### src/hdl/gdad_pkg.sv
// Shared types, constants and calendar helpers for the date-plus-days block.
`default_nettype none
package gdad_pkg;

    localparam int unsigned DAY_W  = 18;   // signed running day count
    localparam int unsigned YEAR_W = 14;
    localparam int unsigned OFF_W  = 17;

    localparam logic [YEAR_W-1:0] YEAR_MAX    = 14'd9999;
    localparam logic [YEAR_W-1:0] YEAR_DEF    = 14'd2000;
    localparam logic [YEAR_W-1:0] YEAR_CYCLE  = 14'd400;
    localparam logic [8:0]        REM_LAST    = 9'd399;
    localparam logic [OFF_W-1:0]  OFF_MOST_NEG = 17'h10000;   // -65536
    localparam logic [OFF_W-1:0]  OFF_SAT_NEG  = 17'h10001;   // -65535

    localparam logic [3:0] MON_JAN = 4'd1;
    localparam logic [3:0] MON_FEB = 4'd2;
    localparam logic [3:0] MON_DEC = 4'd12;

    typedef enum logic [2:0] {
        ST_IDLE,
        ST_MOD,
        ST_CHECK,
        ST_WALK,
        ST_DONE
    } t_state;

    // Gregorian leap rule from year[1:0] and year mod 400
    function automatic logic is_leap(input logic [1:0] y_lo, input logic [8:0] rem);
        is_leap = (y_lo == 2'd0) && (rem != 9'd100) && (rem != 9'd200) && (rem != 9'd300);
    endfunction

    // Days in a month; codes outside 1..12 read as 31
    function automatic logic [4:0] month_days(input logic [3:0] m, input logic leap);
        logic [4:0] n;
        case (m)
            4'd2:    n = leap ? 5'd29 : 5'd28;
            4'd4:    n = 5'd30;
            4'd6:    n = 5'd30;
            4'd9:    n = 5'd30;
            4'd11:   n = 5'd30;
            default: n = 5'd31;
        endcase
        month_days = n;
    endfunction

endpackage
`default_nettype wire

### src/hdl/gregorian_date_add_days.sv
// Gregorian date plus signed day offset, month-by-month walking sequencer.
// Sequence: capture, reduce the year mod 400 by repeated subtraction, check the start,
//   walk one month at a time, then hold the result until it is taken.
// Throughput: one transaction at a time; o_ready is high only when idle.
// Reset: synchronous active-low i_rst_n returns the sequencer to idle.
`default_nettype none
module gregorian_date_add_days (
    input  wire logic                         i_clk,
    input  wire logic                         i_rst_n,
    input  wire logic                         i_valid,
    output logic                              o_ready,
    input  wire logic [3:0]                   i_in_month,
    input  wire logic [4:0]                   i_in_day,
    input  wire logic [gdad_pkg::YEAR_W-1:0]  i_in_year,
    input  wire logic signed [gdad_pkg::OFF_W-1:0] i_offset_days,
    output logic                              o_valid,
    input  wire logic                         i_ready,
    output logic [3:0]                        o_out_month,
    output logic [4:0]                        o_out_day,
    output logic [gdad_pkg::YEAR_W-1:0]       o_out_year,
    output logic                              o_input_invalid,
    output logic                              o_year_out_of_range
);
    import gdad_pkg::*;

    t_state                    r_state, n_state;
    logic [3:0]                r_m, n_m;
    logic signed [DAY_W-1:0]   r_d, n_d;
    logic [YEAR_W-1:0]         r_year, n_year;
    logic [YEAR_W-1:0]         r_rem, n_rem;     // year mod 400 once reduced
    logic [OFF_W-1:0]          r_off, n_off;
    logic                      r_bad, n_bad;
    logic                      r_range, n_range;

    logic                      leap_cur;
    logic [4:0]                days_cur;
    logic [4:0]                days_prev;
    logic signed [DAY_W-1:0]   days_ext;         // month length as a signed day count
    logic                      start_ok;
    logic signed [DAY_W-1:0]   off_ext;

    // Calendar lookups on the current walk position
    always_comb begin
        leap_cur  = is_leap(r_year[1:0], r_rem[8:0]);
        days_cur  = month_days(r_m, leap_cur);
        days_prev = month_days(r_m - 4'd1, leap_cur);
        days_ext  = DAY_W'(days_cur);
        off_ext   = DAY_W'(signed'(r_off));
        start_ok  = (r_year <= YEAR_MAX) && (r_m >= MON_JAN) && (r_m <= MON_DEC)
                    && (r_d >= DAY_W'(1)) && (r_d <= days_ext);
    end

    // State register and datapath registers
    always_ff @(posedge i_clk) begin
        if (!i_rst_n) begin
            r_state <= ST_IDLE;
            r_bad   <= 1'b0;
            r_range <= 1'b0;
        end else begin
            r_state <= n_state;
            r_bad   <= n_bad;
            r_range <= n_range;
        end
        r_m    <= n_m;
        r_d    <= n_d;
        r_year <= n_year;
        r_rem  <= n_rem;
        r_off  <= n_off;
    end

    // Sequencer: reduce year, validate start (an invalid start walks from 1 Jan 2000), walk months, hold result
    always_comb begin
        n_state = r_state;
        n_m     = r_m;
        n_d     = r_d;
        n_year  = r_year;
        n_rem   = r_rem;
        n_off   = r_off;
        n_bad   = r_bad;
        n_range = r_range;
        case (r_state)
            ST_IDLE: begin
                if (i_valid) begin
                    n_m     = i_in_month;
                    n_d     = DAY_W'(i_in_day);
                    n_year  = i_in_year;
                    n_rem   = i_in_year;
                    n_off   = (i_offset_days == OFF_MOST_NEG) ? OFF_SAT_NEG : i_offset_days;
                    n_bad   = 1'b0;
                    n_range = 1'b0;
                    n_state = ST_MOD;
                end
            end
            ST_MOD: begin
                // one subtract of 400 per cycle
                if (r_rem >= YEAR_CYCLE) begin
                    n_rem = r_rem - YEAR_CYCLE;
                end else begin
                    n_state = ST_CHECK;
                end
            end
            ST_CHECK: begin
                if (start_ok) begin
                    n_d = r_d + off_ext;
                end else begin
                    n_bad  = 1'b1;
                    n_m    = MON_JAN;
                    n_year = YEAR_DEF;
                    n_rem  = '0;
                    n_d    = DAY_W'(1) + off_ext;
                end
                n_state = ST_WALK;
            end
            ST_WALK: begin
                if (r_d > days_ext) begin
                    // forward one month
                    n_d = r_d - days_ext;
                    if (r_m == MON_DEC) begin
                        if (r_year == YEAR_MAX) begin
                            n_range = 1'b1;
                            n_m     = MON_DEC;
                            n_d     = DAY_W'(31);
                            n_state = ST_DONE;
                        end else begin
                            n_m    = MON_JAN;
                            n_year = r_year + 14'd1;
                            n_rem  = (r_rem[8:0] == REM_LAST) ? '0 : r_rem + 14'd1;
                        end
                    end else begin
                        n_m = r_m + 4'd1;
                    end
                end else if (r_d < DAY_W'(1)) begin
                    // back one month
                    if (r_m == MON_JAN) begin
                        if (r_year == '0) begin
                            n_range = 1'b1;
                            n_m     = MON_JAN;
                            n_d     = DAY_W'(1);
                            n_state = ST_DONE;
                        end else begin
                            n_m    = MON_DEC;
                            n_year = r_year - 14'd1;
                            n_rem  = (r_rem == '0) ? YEAR_W'(REM_LAST) : r_rem - 14'd1;
                            n_d    = r_d + DAY_W'(31);
                        end
                    end else begin
                        n_m = r_m - 4'd1;
                        n_d = r_d + DAY_W'(days_prev);
                    end
                end else begin
                    n_state = ST_DONE;
                end
            end
            ST_DONE: begin
                if (i_ready) begin
                    n_state = ST_IDLE;
                end
            end
            default: n_state = ST_IDLE;
        endcase
    end

    // Outputs
    assign o_ready             = (r_state == ST_IDLE);
    assign o_valid             = (r_state == ST_DONE);
    assign o_out_month         = r_m;
    assign o_out_day           = r_d[4:0];
    assign o_out_year          = r_year;
    assign o_input_invalid     = r_bad;
    assign o_year_out_of_range = r_range;

endmodule
`default_nettype wire
### config.mk
export PLATFORM = sky130hd
export DESIGN_NAME = gregorian_date_add_days
export DESIGN_NICKNAME = d
export VERILOG_FILES = /design/src/hdl/gdad_pkg.sv /design/src/hdl/gregorian_date_add_days.sv
export SDC_FILE = /design/constraint.sdc
export NUM_CORES = 1
export LEC_CHECK = 0
export BUFFER_PORTS_ARGS = -buffer_cell sky130_fd_sc_hd__clkbuf_2
export CORE_ASPECT_RATIO = 1.5
export CORE_UTILIZATION = 55
export DETAILED_ROUTE_END_ITERATION = 12
export PLACE_DENSITY = 0.75
export RECOVER_POWER = 50
export SYNTH_ARGS = -nofsm -noshare
export SYNTH_HDL_FRONTEND = slang
export SYNTH_SLANG_ARGS = --single-unit
### constraint.sdc
create_clock -name i_clk -period 13 [get_ports i_clk]
set_input_delay 1.3 -clock i_clk [delete_from_list [all_inputs] [get_ports i_clk]]
set_output_delay 1.3 -clock i_clk [all_outputs]
set_load 0.05 [all_outputs]
### After elaboration in Yosys (flattened, before gate mapping)

Index checks and enable logic that the tools add are counted.

| operators by class | value |
|---|---|
| order comparisons | 8 |
| multipliers | 0 |
| reductions and logical operators | 25 |
| shift operators | 0 |
| bitwise gates (word level) | 0 |
| muxes and demuxes | 61 |
| equal/unequal tests | 36 |
| divide/modulo/power cells | 0 |
| $add $sub $neg | 12 |

Operators with widths:

| operator | number |
|---|---|
| 14-bit 2-to-1 mux | 18 |
| 18-bit 2-to-1 mux | 8 |
| 14-bit case mux with 4 select lines | 1 |
| 18-bit case mux with 3 select lines | 1 |
| 14-bit case mux with 3 select lines | 1 |
| 4-bit 2-to-1 mux | 8 |
| 14-bit by 1-bit adder with 14-bit output, second input constant | 2 |
| 14-bit logical NOT | 2 |
| 14-bit by 1-bit subtractor with 14-bit output, second input constant | 2 |
| 3-bit 2-to-1 mux | 9 |
| 3-bit inequality test, second input constant | 7 |
| 4-bit == test, second input constant | 5 |
| 18-bit by 17-bit adder with 18-bit output | 1 |
| 18-bit by 5-bit adder with 18-bit output | 1 |
| 18-bit by 6-bit adder with 18-bit output, second input constant | 1 |
| 2-bit by 17-bit adder with 18-bit output, first input constant | 1 |
| 18-bit by 2-bit >= comparator with 1-bit output, second input constant | 1 |
| 18-bit by 6-bit > comparator with 1-bit output | 1 |
| 18-bit by 6-bit <= comparator with 1-bit output | 1 |
| 18-bit by 2-bit less-than comparator with 1-bit output, second input constant | 1 |
| 18-bit by 6-bit subtractor with 18-bit output | 1 |
| 17-bit == test, second input constant | 1 |
| 4-bit by 3-bit == test with 1-bit output, second input constant | 4 |
| 3-bit case mux with 5 select lines | 1 |
| other kinds (37) | 63 |

| storage, ports and cells | value |
|---|---|
| bits in latches | 0 |
| bits in writable memories | 0 |
| ROM bits | 0 |
| logic and storage cells | 150 |
| register bits after elaboration | 72 |
| memories | 0 |
| input bits | 44 |
| output and inout port bits | 27 |

### Longest topological paths before layout

| depth | value |
|---|---|
| word-level depth | 11 |
| gate-level depth with buffers | 28 |

### Least setup slack after synthesis

Ideal clock, no wire load.

| timing path | value |
|---|---|
| path type | reg-to-reg |
| from | register r_rem[4] |
| to | register r_d[16] (data pin) |
| arrival time | 5.538 ns |
| setup slack | 7.205 ns |
| setup time | 0.256 ns |
| required time | 12.744 ns |
| stages on the path, launching flop included | 29 |
| buffers on the path | 2 |
| path through | edfxtp_1 -> clkbuf_1 -> inv_1 -> ha_1 -> nand4b_1 -> o21ai_0 -> a31o_2 -> a211o_1 -> nand2_1 -> a21oi_1 -> a21oi_1 -> ha_1 -> fa_1 -> and3b_1 -> nand3_1 -> a21o_4 -> buf_2 -> o21ai_0 -> nor2_1 -> nand2_1 -> ha_1 -> fa_1 -> a211o_1 -> a2111oi_0 -> nor3_1 -> nor3_1 -> o21ai_0 -> xor2_1 -> a22o_1 |

| on the way | value |
|---|---|
| word-level cells in the longest chain between the ends | 11 |
| elaborated cells between the ends (all ways) | 21 |
| those cells by class | 2 x add/sub; 2 x order compare; 3 x eq/ne; 10 x mux; 4 x reduce/logical |

Ends and longest elaborated chain:

| what | line | text |
|---|---|---|
| start, declared | gregorian_date_add_days.sv:30 | `logic [YEAR_W-1:0] r_rem, n_rem;` |
| start signal, assigned | gregorian_date_add_days.sv:67 | `r_rem <= n_rem;` |
| 9-bit by 7-bit inequality test with 1-bit output | gdad_pkg.sv:30 | `is_leap = (y_lo == 2'd0) && (rem != 9'd100) && (rem != 9'd200) && (rem != 9'd300);` |
| 1-bit logical AND (2 in a row) | gdad_pkg.sv:30 |  |
| 1-bit logical AND (*) | gdad_pkg.sv:30 |  |
| 1-bit 2-to-1 mux (*) | gdad_pkg.sv:37 | `4'd2: n = leap ? 5'd29 : 5'd28;` |
| 2-bit case mux with 2 select lines | gdad_pkg.sv:36 | `case (m)` |
| 18-bit by 5-bit adder with 18-bit output / 18-bit by 6-bit subtractor with 18-bit output (equally long branches) | gregorian_date_add_days.sv:148, gregorian_date_add_days.sv:117 |  |
| 18-bit 2-to-1 mux (on tied branches) | gregorian_date_add_days.sv:134, gregorian_date_add_days.sv:119 |  |
| 18-bit 2-to-1 mux (on tied branches) | gregorian_date_add_days.sv:132, gregorian_date_add_days.sv:118 |  |
| 18-bit 2-to-1 mux | gregorian_date_add_days.sv:115 | `if (r_d > days_ext) begin` |
| 18-bit case mux with 3 select lines (*) | gregorian_date_add_days.sv:81 | `case (r_state)` |
| via n_d[16] | gregorian_date_add_days.sv:28 | `logic signed [DAY_W-1:0] r_d, n_d;` |
| end signal, assigned | gregorian_date_add_days.sv:65 | `r_d <= n_d;` |
| end, declared | gregorian_date_add_days.sv:28 |  |

Mark *: on every way through the listed nets, which the timed path passes. The rest lies on a longest branch. The select of a mux whose other input is x is not followed.
A chain may end at the register's enable or synchronous reset.

### Worst setup path in the final report

| timing path | value |
|---|---|
| from | register r_rem[4] |
| to | register r_d[14] (data pin) |

The elaborated chain is that of the path after synthesis.

==> qor.txt <==
outcome = finished clean
TritonCTS clock tree = done
number of warnings reported in the yosys synthesis log = 0
Clock Sinks = 72
leakage power of the design = 3.05 nW
Detailed Routing Iterations Pass 1 = 5
GRT Overall Usage = 34.7%
Final #Nets = 990
data required time of the worst path = 13.05 ns
remaining global-route overflow = 0
clock period minus worst slack = 7.36 ns
Slowest Stage Delay on Critical Path = 0.87 ns
Pwr per Cell Area = 116 nW/um^2
unrepaired setup endpoints after global routing = no
vias after detailed routing = 7,072
depth of the worst register-to-register path = 26
Max-slew headroom = 21.0%
Yosys cell types = 79
portion of the clock cycle consumed by the worst path in the final layout = 56.6%
Max Clk Rate = 136 MHz
end of the worst register-to-register path = r_d[14]
highest ir drop seen on vdd = 69.1 uV
CP max-delay cell = a21o_1
Area growth syn-to-layout = 7.93%
overall die height = 141 um
area share of the leading cell type in the synthesized netlist = 28.2%
Total Wirelength = 22,800 um
post-CTS resize count = 0
number of instances on the worst hold path = 2
syn_area_per_cell = 8.22 um^2
proportion of layout cells with a drive suffix above 1 = 8.90%
share of synthesized area occupied by flip-flops and latches = 29.6%
category of the worst setup path capture point = flip-flop
Post-CTS Hold Buffers = 0
post-synthesis instance area = 7130 um^2
Clock Tree Root = clkbuf_16
post-layout util = 61.2%
Post-synth ARST share = 0%
post-CTS setup-driven buffer insertion count = 0
final-layout setup total negative slack = 0 ns
DRC violations left = 0
num ports = 71
global placement routability congestion = 0.953
final hold violation count = 0
most common cell after layout, fill and taps aside = nand2_1
path category of the worst min-delay check = reg -> reg
pin count of the biggest net entering global routing = 36
wire length of the first global-routing pass = 35,400 um
count of buffers from port buffering = 70
number of buffers on the longest clock path = 2
startpoint class of the critical path = flip-flop
vias per cell = 6.70
source of the worst hold timing path = o_year_out_of_range
Initial Util = 56.7%
pin slew with the least headroom to its limit = 1.17 ns
Data arrival, critical path = 7.41 ns
Detail Route Antenna Nets = 0
detailed placement HPWL = 17,000 um
most frequently used flop master after synthesis = edfxtp_1
overall power of the completed layout = 890 uW
number of clock buffers inserted by TritonCTS = 9
highest-count cells in the layout ignoring fill and taps = nand2_1, nor2_1, edfxtp_1
antenna violations before repair = 0
final slew viol count = 0
largest clock skew in the final design = 0.0105 ns
top cells by area in the synthesized netlist = edfxtp_1, ha_1, nand2_1
CTS clock-pin slew for the worst setup and hold paths = 0.06 ns
Max Cap Violations = 0
n_diodes = 0
Worst Path Max Fanout = 32
placed cell areas = 7470 um^2
total non-filler cell area in the finished layout = 7700 um^2
Yosys top cell by area = edfxtp_1
violation count after the first detailed-routing iteration = 415
number of synthesized flops with an enable pin = 67
Die Area = 13,400 um^2
#FFs+latches synth = 72
launch point of the worst reg-to-reg path = r_rem[4]
kind of cell with the highest combined delay on the critical path = compound AO/OA/AOI/OAI gates
Crit Path Class = reg -> reg
total number of H-tree levels = 3
final routed wire length divided by cell count = 21.6 um
total setup violations reported at the end of the flow = 0
core area = 12,600 um^2
Worst Hold Endpoint = o_year_out_of_range
standard-cell rows = 50
width of the die = 95.0 um
via count of the first global-routing pass = 6,988
slack of the worst reg-to-reg path = 5.64 ns
Post-Syn Instances = 868
clock latency of the later-clocked register in the worst-skew pair = 0.34 ns
Bufs and invs on worst path = 1
most repeated library cell on the critical path = ha_1
-- per-stage QoR --
| step | worst slack (ns) | hold WS (ns) | cells |
|---|---|---|---|
| CTS | 6.30 | 0.540 | 1055 |
| detailed placement | 6.30 | 0.525 | 1039 |
| floorplan | 7.21 | 0.677 | 879 |
| global route | 5.01 | 0.557 | 1055 |
| global placement | 6.52 | 0.515 | 1039 |
| finish | 5.64 | 0.537 | 1055 |
-- per-layer routing --
metal	vias to the layer above	wire (um)	global-route usage, %
met3	103	1420	5.25
met5	-	0	0
met1	3356	7860	35.4
li1	3272	-	-
met4	0	1530	24.4
met2	341	11900	63.0
-- synthesized netlist by cell type (14+ instances only) --
| master | n |
|---|---|
| and3_1 | 15 |
| nand2_1 | 83 |
| a21o_1 | 14 |
| nor2_1 | 73 |
| a31oi_1 | 15 |
| nor3_1 | 29 |
| xnor2_1 | 33 |
| a211oi_1 | 16 |
| o21ai_0 | 60 |
| inv_1 | 23 |
| ha_1 | 48 |
| clkbuf_1 | 62 |
| nand3_1 | 32 |
| a21oi_1 | 60 |
| edfxtp_1 | 67 |
| xor2_1 | 28 |
-- worst register-to-register path, cell delays in order, from the launching register on --
cell and delay, ns:
edfxtp_1 0.54, inv_1 0.14, ha_1 0.26, nand4b_1 0.10, o21ai_0 0.09, a31o_2 0.27
a211o_1 0.32, nand2_1 0.08, a21oi_1 0.06, a21oi_1 0.17, ha_1 0.21, fa_1 0.22
and3b_1 0.22, nand3_1 0.09, a21o_1 0.87, o21ai_0 0.21, nor2_1 0.50, nand2_1 0.14
ha_1 0.25, fa_1 0.43, a211o_1 0.31, a2111oi_0 0.57, nor3_1 0.19, nor4_1 0.42
o31ai_1 0.15, xnor2_1 0.17, o22ai_1 0.11
-- how the worst max path moves through the flow --
stage	start	endpoint	slack, ns	cells past startpoint
after floorplan	r_rem[4]	r_d[16]	7.21	28
after global placement	r_rem[4]	r_d[14]	6.52	26
after detailed placement	r_rem[4]	r_d[14]	6.30	26
after CTS	r_rem[4]	r_d[14]	6.30	26
after global routing	r_rem[4]	r_d[14]	5.01	26
final	r_rem[4]	r_d[14]	5.64	26
-- power breakdown --
group	total, mW	internal (mW)	switching [mW]
combinational	0.317	0.121	0.197
sequential	0.336	0.289	0.0465
clock	0.237	0.138	0.0983
-- state kept, by name (all words and copies together), names as in the netlist --
name	cells
o_year_out_of_range	1
r_off	17
r_d	18
o_input_invalid	1
o_out_year	14
o_out_month	4
r_state	3
r_rem	14
-- kinds of logic after synthesis --
group	Yosys count	share of synthesized area (%)
other	1	0.0526
and+or+nand+nor	320	22.5
adders and majority gates	52	9.54
buffers and inverters	96	5.46
xor gates and xnor gates	61	7.49
DFF	72	29.6
muxes	9	1.44
AOI/OAI and AO/OA	257	23.9
-- layout make-up --
type / count / area, um^2
flip-flops and latches: 72 / 2110
repair buffers: 76 / 354
well taps: 156 / 195
clock inverters: 4 / 20.0
clock buffers: 12 / 256
inverters: 24 / 90.1
fillers: 1113 / 4880
multi-input cells: 711 / 4670
Note: power is estimated with default switching activity, not from simulation.
